## src/rtl/nad_pkg.sv

```systemverilog
package nad_pkg;

   // format codes carried on req_tuser
   typedef enum logic [2:0] {
      FMT_HEX8  = 3'd0,
      FMT_HEX16 = 3'd1,
      FMT_HEX32 = 3'd2,
      FMT_DEC8  = 3'd3,
      FMT_DEC16 = 3'd4,
      FMT_DEC32 = 3'd5,
      FMT_NOTE  = 3'd6
   } fmt_type;

   localparam int unsigned MAX_DIGIT = 11;

   localparam logic [29:0] POW10 [10] = '{
      30'd1, 30'd10, 30'd100, 30'd1000, 30'd10000, 30'd100000, 30'd1000000,
      30'd10000000, 30'd100000000, 30'd1000000000
   };

   // number of digits per format, zero for the unused code
   function automatic logic [3:0] digit_count(fmt_type f);
      case (f)
         FMT_HEX8:  digit_count = 4'd2;
         FMT_HEX16: digit_count = 4'd4;
         FMT_HEX32: digit_count = 4'd8;
         FMT_DEC8:  digit_count = 4'd3;
         FMT_DEC16: digit_count = 4'd5;
         FMT_DEC32: digit_count = 4'd10;
         FMT_NOTE:  digit_count = 4'd2;
         default:   digit_count = 4'd0;
      endcase
   endfunction

   function automatic logic is_hex(fmt_type f);
      case (f)
         FMT_HEX8, FMT_HEX16, FMT_HEX32: is_hex = 1'b1;
         default:                        is_hex = 1'b0;
      endcase
   endfunction

   // place value of the digit at exponent e, decimal or base 12
   function automatic logic [31:0] digit_weight(fmt_type f, logic [3:0] e);
      if (f == FMT_NOTE) begin
         digit_weight = (e == 4'd0) ? 32'd1 : 32'd12;
      end else if (e > 4'd9) begin
         digit_weight = 32'd0;
      end else begin
         digit_weight = {2'b00, POW10[e]};
      end
   endfunction

   function automatic logic [6:0] ascii_of(logic [3:0] d);
      if (d < 4'd10) begin
         ascii_of = 7'd48 + {3'b000, d};
      end else begin
         ascii_of = 7'd55 + {3'b000, d};
      end
   endfunction

endpackage

```

## src/rtl/number_to_ascii_digits.sv

```systemverilog
// number_to_ascii_digits: each input transaction carries a format code on req_tuser
// and a 32-bit unsigned number on req_tdata; the block returns the zero-padded
// ascii digits of the number, most significant first, one output transaction per
// digit, with rsp_tlast on the final one. hex8/16/32 give 2/4/8 upper-case hex
// digits, dec8/16/32 give 3/5/10 decimal digits, the note format gives two base-12
// digits ('0'-'9','A','B') of the low byte; 8- and 16-bit formats ignore the upper
// bits, and format code 7 is accepted and returns nothing. the digit engine produces
// one digit per cycle into the output register unless rsp_tready stalls it, by one
// compare-and-subtract step against the place value (a shift of the remainder for
// hex). the next number waits in a holding register and enters the engine in the
// cycle its predecessor's last digit is produced, so numbers follow with no gap;
// a number passes the holding and engine registers before the output register.
module number_to_ascii_digits (
   input  logic        clock,
   input  logic        reset,
   input  logic        req_tvalid,
   output logic        req_tready,
   input  logic [31:0] req_tdata,   // number
   input  logic [2:0]  req_tuser,   // req_type
   output logic        rsp_tvalid,
   input  logic        rsp_tready,
   output logic [15:0] rsp_tdata,   // digit_char [6:0], digit_position [10:7], zero pad
   output logic        rsp_tlast    // last
);
   import nad_pkg::*;

   // holding register for the next number
   logic        hold_valid_ff, hold_valid_in;
   fmt_type     hold_fmt_ff, hold_fmt_in;
   logic [31:0] hold_num_ff, hold_num_in;

   // digit engine
   logic        active_ff, active_in;
   fmt_type     fmt_ff, fmt_in;
   logic [31:0] rem_ff, rem_in;
   logic [3:0]  pos_ff, pos_in;
   logic [3:0]  exp_ff, exp_in;

   // output register
   logic        rsp_valid_ff, rsp_valid_in;
   logic [6:0]  rsp_char_ff, rsp_char_in;
   logic [3:0]  rsp_pos_ff, rsp_pos_in;
   logic        rsp_last_ff, rsp_last_in;

   logic        req_take;
   logic        out_free;
   logic        step;
   logic        step_last;
   logic        load_engine;
   logic [31:0] load_num;
   logic [3:0]  load_count;
   logic [31:0] weight;
   logic [35:0] mult [MAX_DIGIT + 1];
   logic [3:0]  dec_digit;
   logic [31:0] dec_sub;
   logic [3:0]  hex_digit;
   logic [3:0]  digit;

   // handshake and sequencing
   assign req_take    = req_tvalid && req_tready;
   assign out_free    = !rsp_valid_ff || rsp_tready;
   assign step        = active_ff && out_free;
   assign step_last   = step && (exp_ff == 4'd0);
   assign load_engine = hold_valid_ff && (!active_ff || step_last);
   assign req_tready  = !hold_valid_ff || load_engine;

   // truncate to the format width; note digits work on the byte modulo 144
   always_comb begin
      case (hold_fmt_ff)
         FMT_HEX8, FMT_DEC8:   load_num = {24'd0, hold_num_ff[7:0]};
         FMT_HEX16, FMT_DEC16: load_num = {16'd0, hold_num_ff[15:0]};
         FMT_NOTE: begin
            if (hold_num_ff[7:0] >= 8'd144) begin
               load_num = {24'd0, hold_num_ff[7:0] - 8'd144};
            end else begin
               load_num = {24'd0, hold_num_ff[7:0]};
            end
         end
         default:              load_num = hold_num_ff;
      endcase
      load_count = digit_count(hold_fmt_ff);
   end

   // multiples of the current place value
   assign weight = digit_weight(fmt_ff, exp_ff);

   always_comb begin
      for (int m = 0; m <= MAX_DIGIT; m++) begin
         mult[m] = {4'd0, weight} * 36'(m);
      end
   end

   // the remainder stays below radix times the place value, so the digit is
   // the largest multiple not above it
   always_comb begin
      dec_digit = 4'd0;
      dec_sub   = 32'd0;
      for (int m = 1; m <= MAX_DIGIT; m++) begin
         if ({4'd0, rem_ff} >= mult[m]) begin
            dec_digit = 4'(m);
            dec_sub   = mult[m][31:0];
         end
      end
   end

   assign hex_digit = 4'(rem_ff >> {exp_ff[2:0], 2'b00});
   assign digit     = is_hex(fmt_ff) ? hex_digit : dec_digit;

   // next-state logic
   always_comb begin
      hold_valid_in = hold_valid_ff;
      hold_fmt_in   = hold_fmt_ff;
      hold_num_in   = hold_num_ff;
      if (req_take) begin
         hold_valid_in = 1'b1;
         hold_fmt_in   = fmt_type'(req_tuser);
         hold_num_in   = req_tdata;
      end else if (load_engine) begin
         hold_valid_in = 1'b0;
      end

      active_in = active_ff;
      fmt_in    = fmt_ff;
      rem_in    = rem_ff;
      pos_in    = pos_ff;
      exp_in    = exp_ff;
      if (load_engine) begin
         active_in = (load_count != 4'd0);
         fmt_in    = hold_fmt_ff;
         rem_in    = load_num;
         pos_in    = 4'd0;
         exp_in    = load_count - 4'd1;
      end else if (step) begin
         active_in = (exp_ff != 4'd0);
         rem_in    = is_hex(fmt_ff) ? rem_ff : rem_ff - dec_sub;
         pos_in    = pos_ff + 4'd1;
         exp_in    = exp_ff - 4'd1;
      end

      rsp_valid_in = rsp_valid_ff;
      rsp_char_in  = rsp_char_ff;
      rsp_pos_in   = rsp_pos_ff;
      rsp_last_in  = rsp_last_ff;
      if (step) begin
         rsp_valid_in = 1'b1;
         rsp_char_in  = ascii_of(digit);
         rsp_pos_in   = pos_ff;
         rsp_last_in  = (exp_ff == 4'd0);
      end else if (rsp_tready) begin
         rsp_valid_in = 1'b0;
      end
   end

   // control registers
   always_ff @(posedge clock) begin
      if (reset) begin
         hold_valid_ff <= 1'b0;
         active_ff     <= 1'b0;
         rsp_valid_ff  <= 1'b0;
      end else begin
         hold_valid_ff <= hold_valid_in;
         active_ff     <= active_in;
         rsp_valid_ff  <= rsp_valid_in;
      end
   end

   // payload registers
   always_ff @(posedge clock) begin
      hold_fmt_ff <= hold_fmt_in;
      hold_num_ff <= hold_num_in;
      fmt_ff      <= fmt_in;
      rem_ff      <= rem_in;
      pos_ff      <= pos_in;
      exp_ff      <= exp_in;
      rsp_char_ff <= rsp_char_in;
      rsp_pos_ff  <= rsp_pos_in;
      rsp_last_ff <= rsp_last_in;
   end

   assign rsp_tvalid = rsp_valid_ff;
   assign rsp_tdata  = {5'd0, rsp_pos_ff, rsp_char_ff};
   assign rsp_tlast  = rsp_last_ff;

`ifndef SYNTHESIS
   // decimal remainder must stay below ten times the place value
   a_dec_rem_bound: assert property (@(posedge clock) disable iff (reset)
      (active_ff && (fmt_ff == FMT_DEC8 || fmt_ff == FMT_DEC16 || fmt_ff == FMT_DEC32))
      |-> ({4'd0, rem_ff} < mult[10]))
      else $error("decimal remainder out of range");

   // position and exponent always add up to the digit count less one
   a_pos_exp: assert property (@(posedge clock) disable iff (reset)
      active_ff |-> ((5'(pos_ff) + 5'(exp_ff)) == (5'(digit_count(fmt_ff)) - 5'd1)))
      else $error("digit position and exponent disagree");

   // after a non-final digit leaves, more digits of that number are pending
   a_no_lost_digit: assert property (@(posedge clock) disable iff (reset)
      (rsp_tvalid && rsp_tready && !rsp_tlast) |=> (active_ff || rsp_tvalid))
      else $error("digits of a number went missing");
`endif

endmodule
```

## config.mk

```make
export PLATFORM = sky130hd
export DESIGN_NAME = number_to_ascii_digits
export DESIGN_NICKNAME = d
export VERILOG_FILES = /design/src/rtl/nad_pkg.sv /design/src/rtl/number_to_ascii_digits.sv
export SDC_FILE = /design/constraint.sdc
export NUM_CORES = 1
export LEC_CHECK = 0
export BUFFER_PORTS_ARGS = -buffer_cell sky130_fd_sc_hd__buf_2
export CAP_MARGIN = 20
export CORE_MARGIN = 3
export CORE_UTILIZATION = 35
export DETAILED_ROUTE_END_ITERATION = 10
export PLACE_DENSITY = 0.52
export SYNTH_ARGS = -nofsm -noshare
export SYNTH_HDL_FRONTEND = slang
export SYNTH_SLANG_ARGS = --single-unit
```

## constraint.sdc

```tcl
create_clock -name clock -period 17.8 [get_ports clock]
set_input_delay 3.56 -clock clock [delete_from_list [all_inputs] [get_ports clock]]
set_output_delay 3.56 -clock clock [all_outputs]
set_load 0.02 [all_outputs]
```

==> results by group, run 1 <==
Worst setup path
  – Worst EP arrival: 15000 ps
  – Slowest stage cell on the critical path: edfxtp_1
  – Setup crit start kind: flop
  – Largest stage delay on the critical path: 810 ps
  – Category of the worst setup path capture point: flop
  – Data required time at the worst endpoint: 17880 ps
  – Register-to-register setup slack: 2890 ps
  – Maximum net fanout on the critical path: 24
  – Dominant cell type by count on the critical path: ha_1
  – Type of the setup path with the least slack: flop to flop

Global routing
  – Aggregate global-route resource usage: 26.9%
  – Global-route wire length before repair: 145 mm
  – Antenna violations before repair: 1
  – GR Overflow Total: 0
  – Via count of the first global-routing pass: 23200
  – Largest net degree at the start of global routing: 64

Floorplanning
  – Core area: 66100 um^2
  – Number of cell rows: 94
  – Area of the die: 70100 um^2
  – Chip height: 265 um
  – Horiz. Die Dim: 265 um
  – Starting Density: 35.5%
  – I/O pin count: 58

Synthesis
  – Top_reg_cell synth: edfxtp_1
  – Sequential cell area fraction in the yosys report: 11.6%
  – Post-synthesis cell area: 23500 um^2
  – Synthesized area per cell: 8.13 um^2
  – Number of cells produced by synthesis: 2886
  – Count of yosys warnings during synthesis: 0
  – Number of synthesized flops with an enable pin: 86
  – Count of cell types in the netlist: 97
  – Ys async rst share: 0%
  – Register bit total from synthesis: 93

Timing
  – Worst-Margin Slew: 1030 ps
  – Final critical-path share of the clock period: 83.8%
  – Max-slew violation count: 0
  – Achievable clock frequency: 67.1 MHz
  – Worst-case headroom to the max-slew limit: 30.9%
  – # setup viols final: 0
  – Final TNS setup: 0 ps
  – Number of failing hold endpoints at the final stage: 0
  – Setup repair after global routing missed its margin: false
  – Fin Clk Skew: 13.3 ps
  – Shortest clock period the worst path allows after layout: 14910 ps

Clock tree
  – Post-CTS setup buffers: 0
  – CTS HTree Levels: 3
  – CTS tree: done
  – Clock insertion delay at the later pin of the skew report: 370 ps
  – Clk root buf: clkbuf_16
  – Number of CTS-inserted buffers: 9
  – TritonCTS sink count: 93
  – Hold-fix buffers at CTS: 0
  – Resize count post-CTS: 0
  – Buffers from clock root to sink, at most: 2
  – Clk pin slew, worst setup/hold paths: 80 ps

Final layout
  – Antenna diodes: 0
  – Area growth, synth to finish: 7.50%
  – Count of filler cells inserted in the layout: 6815
  – Core utilization of the finished layout: 38.1%
  – Fraction of final layout cells with drive strength greater than 1: 6.53%
  – Number of nets in the finished design: 3532
  – Post-route cell area: 25200 um^2

Route
  – Violation count after the first detailed-route iteration: 2600
  – Routed wire per std cell: 25.8 um
  – Number of detailed-route iterations in the first pass: 6
  – Routed via count: 24100
  – Drt total wl: 97.9 mm
  – Post-detailed-route count of antenna-violating nets: 0
  – Number of vias per cell: 6.36
  – Drt drc: 0

Status
  – Result of the run: completed

Placement
  – Routability Congestion: 0.999
  – HPWL Detailed: 78.3 mm
  – Placed instance area: 24900 um^2
  – Port Buffer Count: 52

Worst hold path
  – Class of the tightest hold or removal check: flop to flop

Run
  – Max cap viols: 0
-- worst paths after layout --
kind | end | startpoint | depth (start not counted)
min | rsp_pos_ff[3] | pos_ff[3] | 0
max reg2reg | rem_ff[30] | exp_ff[0] | 46
min reg2reg | rsp_pos_ff[3] | pos_ff[3] | 0
max | rem_ff[30] | exp_ff[0] | 46
-- cell usage after synthesis (all sizes together), types with 9 or more instances --
library cell	instances	area share [%]
o21ai	220	4.7
nand2	224	3.6
nand2b	42	1.1
edfxtp	86	11
o21bai	18	0.58
a211oi	44	1.5
o31a	10	0.37
o2111ai	10	0.37
fa	50	4.3
a21o	95	3.0
a311oi	9	0.36
xor2	70	2.6
a2111oi	12	0.61
o221ai	9	0.34
and2	16	0.44
o21a	40	1.3
a31oi	40	1.1
clkbuf	59	0.94
mux2i	16	0.68
or3	21	0.58
nor2b	46	1.2
and4	10	0.37
o211ai	38	1.2
a211o	17	0.63
buf	29	0.78
or2	12	0.33
inv	140	2.2
a22oi	12	0.38
nor2	181	2.9
a21oi	277	5.9
o311ai	11	0.41
nand4	61	1.6
o22ai	20	0.53
xnor2	79	3.0
ha	521	28
nor3	68	1.5
nor4	11	0.29
a221oi	17	0.63
o31ai	26	0.87
and3	18	0.48
nand3	87	1.9
-- logic make-up (layout without fill, tap and decap cells) --
kind of cell / count (synthesis) / in the layout / synth area share (%)
buffers and inverters: 228 / 265 / 3.96
AND/OR/NAND/NOR: 820 / 820 / 17.1
other: 1 / 5 / 0.0160
adder cells (fa/ha/maj): 571 / 571 / 32.1
XOR/XNOR: 150 / 150 / 5.66
AO/OA/AOI/OAI: 994 / 994 / 27.9
multiplexers: 29 / 29 / 1.69
flip-flops: 93 / 93 / 11.6
-- worst max-delay path: cells and delay by family (launching register included) --
kind,cells,cell delay (ps)
fa+ha+maj,6,2320
simple gates,9,3060
flops,1,810
buf+inv,6,1960
compound gates,23,5870
xor+xnor,2,520
-- per-stage QoR --
stage / worst slack [ps] / cells / hold WS, ps
after detailed placement: 3310 / 3774 / 442
after floorplan: 6860 / 2890 / 424
final: 2890 / 3791 / 464
after global routing: 2350 / 3791 / 494
after CTS: 3250 / 3790 / 470
after global placement: 3440 / 3773 / 442
-- area by class of cell --
cell class | instances | area, um^2 | area share, %
Multi-Input combinational cell | 2569 | 19900 | 78.8
Clock inverter | 6 | 82.6 | 0.328
Sequential cell | 93 | 2720 | 10.8
Timing Repair Buffer | 109 | 698 | 2.77
Clock buffer | 10 | 229 | 0.908
Tap cell | 864 | 1080 | 4.29
Inverter | 140 | 526 | 2.08
-- sequential cells by signal, summed over array words and instances, names as in the netlist --
signal,count
hold_valid_ff,1
rsp_tvalid,1
active_ff,1
rsp_tlast,1
rem_ff,32
fmt_ff,3
exp_ff,4
hold_fmt_ff,3
rsp_char_ff,7
rsp_pos_ff,4
pos_ff,4
hold_num_ff,32
-- cells in the final DEF (no fill, tap or decap), types with 18 or more instances in the layout --
| cell type | count |
|---|---|
| nand2b_1 | 42 |
| a21o_1 | 95 |
| xnor2_1 | 79 |
| o22ai_1 | 20 |
| o21bai_1 | 18 |
| nand2_1 | 224 |
| o31ai_1 | 24 |
| xor2_1 | 70 |
| edfxtp_1 | 86 |
| nand4_1 | 61 |
| fa_1 | 50 |
| buf_4 | 55 |
| a211oi_1 | 40 |
| nor3_1 | 64 |
| or3_1 | 20 |
| o21ai_0 | 208 |
| o211ai_1 | 38 |
| o21a_1 | 40 |
| inv_1 | 138 |
| ha_1 | 521 |
| a21oi_1 | 274 |
| nor2_1 | 179 |
| nand3_1 | 87 |
| nor2b_1 | 46 |
| buf_2 | 53 |
| and3_1 | 18 |
| a31oi_1 | 40 |
-- routing by layer --
layer	part of all wire [%]	vias up	track usage, %
li1	-	11100	-
met1	43	11600	36.9
met2	43	1228	42.6
met3	7.5	245	2.28
met4	5.8	0	13.6
met5	0	-	0
Power of run 1 is left out: the tool's default activity adds up to more than one toggle a clock period on the data nets, which glitch-free logic cannot reach.
==> inputs of run 2 (changes only) <==
Clock period 17.8 ns to 14.7 ns, I/O delays scaled along.
==> run 2 against run 1 <==
  * Register-to-register slack got worse by 2000 ps
  * Sequential share of layout area decreased by 0.073 points
  * Clock-buffer cell count decreased by 1
  * Sequential cell count unchanged
==> results by group, run 2 (synthesis gave the netlist of run 1 again) <==
Floorplanning
  – Core area: 66100 um^2 (unchanged)
  – Number of cell rows: 94 (unchanged)
  – Chip height: 265 um (unchanged)
  – Starting Density: 35.5% (unchanged)
  – Horiz. Die Dim: 265 um (unchanged)
  – Area of the die: 70100 um^2 (unchanged)
  – I/O pin count: 58 (unchanged)

Worst setup path
  – Register-to-register setup slack: 930 ps (-1960 ps)
  – Setup crit start kind: flop
  – Category of the worst setup path capture point: flop
  – Largest stage delay on the critical path: 840 ps (+30 ps)
  – Worst EP arrival: 13860 ps (-1140 ps)
  – Slowest stage cell on the critical path: edfxtp_1
  – Launch instance of the worst register-to-register path: exp_ff[0]
  – Top delay family on crit path: compound AO/OA/AOI/OAI gates
  – R2r endpoint: rem_ff[30]
  – Maximum net fanout on the critical path: 18 (-25%)
  – Buffer and inverter count on the worst path: 5 (-1)
  – Path depth of the worst reg2reg path: 45 (-2.2%)
  – Data required time at the worst endpoint: 14790 ps (-3090 ps)
  – Type of the setup path with the least slack: flop to flop

Timing
  – Worst-Margin Slew: 1060 ps (+25.3 ps)
  – Final critical-path share of the clock period: 93.7% (+9.9 points)
  – Max-slew violation count: 0 (unchanged)
  – Final TNS setup: 0 ps (unchanged)
  – Shortest clock period the worst path allows after layout: 13770 ps (-1140 ps)
  – Number of failing hold endpoints at the final stage: 0 (unchanged)
  – Worst-case headroom to the max-slew limit: 29.4% (-1.4 points)
  – # setup viols final: 0 (unchanged)
  – Achievable clock frequency: 72.6 MHz (+8.3%)
  – Setup repair after global routing missed its margin: false
  – Fin Clk Skew: 16.1 ps (+2.84 ps)

Route
  – Drt drc: 0 (unchanged)
  – Routed via count: 24300 (+0.54%)
  – Number of detailed-route iterations in the first pass: 6 (unchanged)
  – Routed wire per std cell: 27.0 um (+4.7%)
  – Number of vias per cell: 6.36 (about the same)
  – Drt total wl: 103 mm (+5.4%)
  – Violation count after the first detailed-route iteration: 2303 (-11%)
  – Post-detailed-route count of antenna-violating nets: 0 (unchanged)

Global routing
  – Largest net degree at the start of global routing: 64 (unchanged)
  – Antenna violations before repair: 1 (unchanged)
  – GR Overflow Total: 0 (unchanged)
  – Global-route wire length before repair: 151 mm (+4.3%)
  – Aggregate global-route resource usage: 28.5% (+1.6 points)
  – Via count of the first global-routing pass: 23700 (+1.8%)

Final layout
  – Fraction of final layout cells with drive strength greater than 1: 7.29% (+0.76 points)
  – Antenna diodes: 0 (unchanged)
  – Most common cell after layout, fill and taps aside: ha_1
  – Number of nets in the finished design: 3555 (+0.65%)
  – Area growth, synth to finish: 8.23%
  – Post-route cell area: 25400 um^2 (+0.68%)
  – Number of cells in the finished layout apart from fillers: 3814 (+0.61%)
  – Commonest cells after routing, fill and taps aside: ha_1 (521), a21oi_1 (274), nand2_1 (224)
  – Largest regs: hold_num_ff (32), rem_ff (32), rsp_char_ff (7)

Clock tree
  – Clk pin slew, worst setup/hold paths: 70 ps (about the same)
  – Hold-fix buffers at CTS: 0 (unchanged)
  – Number of CTS-inserted buffers: 9 (unchanged)
  – TritonCTS sink count: 93 (unchanged)
  – Clk root buf: clkbuf_16
  – Post-CTS setup buffers: 0 (unchanged)
  – CTS HTree Levels: 3 (unchanged)
  – Clock insertion delay at the later pin of the skew report: 360 ps (about the same)
  – CTS tree: done
  – Buffers from clock root to sink, at most: 2 (unchanged)

Placement
  – Placed instance area: 25000 um^2 (+0.67%)
  – Routability Congestion: 1.01 (+0.83%)
  – Number of placed instances, taps included: 3796 (+0.58%)
  – HPWL Detailed: 83.5 mm (+6.6%)
  – Port Buffer Count: 52 (unchanged)

Worst hold path
  – Sink of the worst hold path: rsp_pos_ff[3]
  – Startpoint of the lowest-slack hold path: pos_ff[3]
  – Cell depth of the worst min-delay path: 0 (unchanged)
  – Class of the tightest hold or removal check: flop to flop

Run
  – Max cap viols: 0 (unchanged)

Status
  – Result of the run: completed
run 2: worst reg2reg max path: cells and delay by family (launching register included):
family                   cells  cell delay (ps)
XOR/XNOR                     2              420
adder cells (fa/ha/maj)      6             2280
buffers and inverters        5             1500
AO/OA/AOI/OAI               24             5830
AND/OR/NAND/NOR              8             2660
flip-flops                   1              840
run 2: worst max path at each step:
stage,start,cells past startpoint,to,slack [ps]
4_1_cts,exp_ff[0],45,rem_ff[30],900
5_1_grt,exp_ff[0],45,rem_ff[30],240
2_1_floorplan,exp_ff[0],45,rem_ff[31],3760
3_5_place_dp,exp_ff[0],45,rem_ff[30],990
6_report,exp_ff[0],45,rem_ff[30],930
3_3_place_gp,exp_ff[0],45,rem_ff[30],1080
run 2: area by class of cell:
type	count	area, um^2
fill	6769	40700
multi-input combinational	2569	19900
sequential	93	2720
tap	864	1080
timing repair buffer	132	871
inverter	140	526
clock buffer	9	225
clock inverter	7	85.1
run 2: metrics by stage:
| stage | worst slack [ps] | hold slack, ps | utilization (%) |
|---|---|---|---|
| 3_3_place_gp | 1080 | 443 | 37.9 |
| 3_5_place_dp | 985 | 456 | 37.9 |
| 4_1_cts | 899 | 474 | 38.4 |
| 6_report | 928 | 465 | 38.4 |
| 5_1_grt | 237 | 483 | 38.4 |
| 2_1_floorplan | 3760 | 424 | - |
run 2: what timing repair did:
action,CTS,global route
endpoints found under the hold margin,0,0
resized for setup,0,1
setup endpoints to repair,0,1
run 2: metal layers:
metal  vias to the layer above  global-route usage [%]  part of all wire (%)
met2                      1115                    45.8                    44
met4                         2                    11.6                   4.5
met1                     11800                    38.6                    43
li1                      11100                       -                     -
met5                         -                       0                 0.013
met3                       227                    3.74                   7.7
Power of run 2 is left out for the same reason.
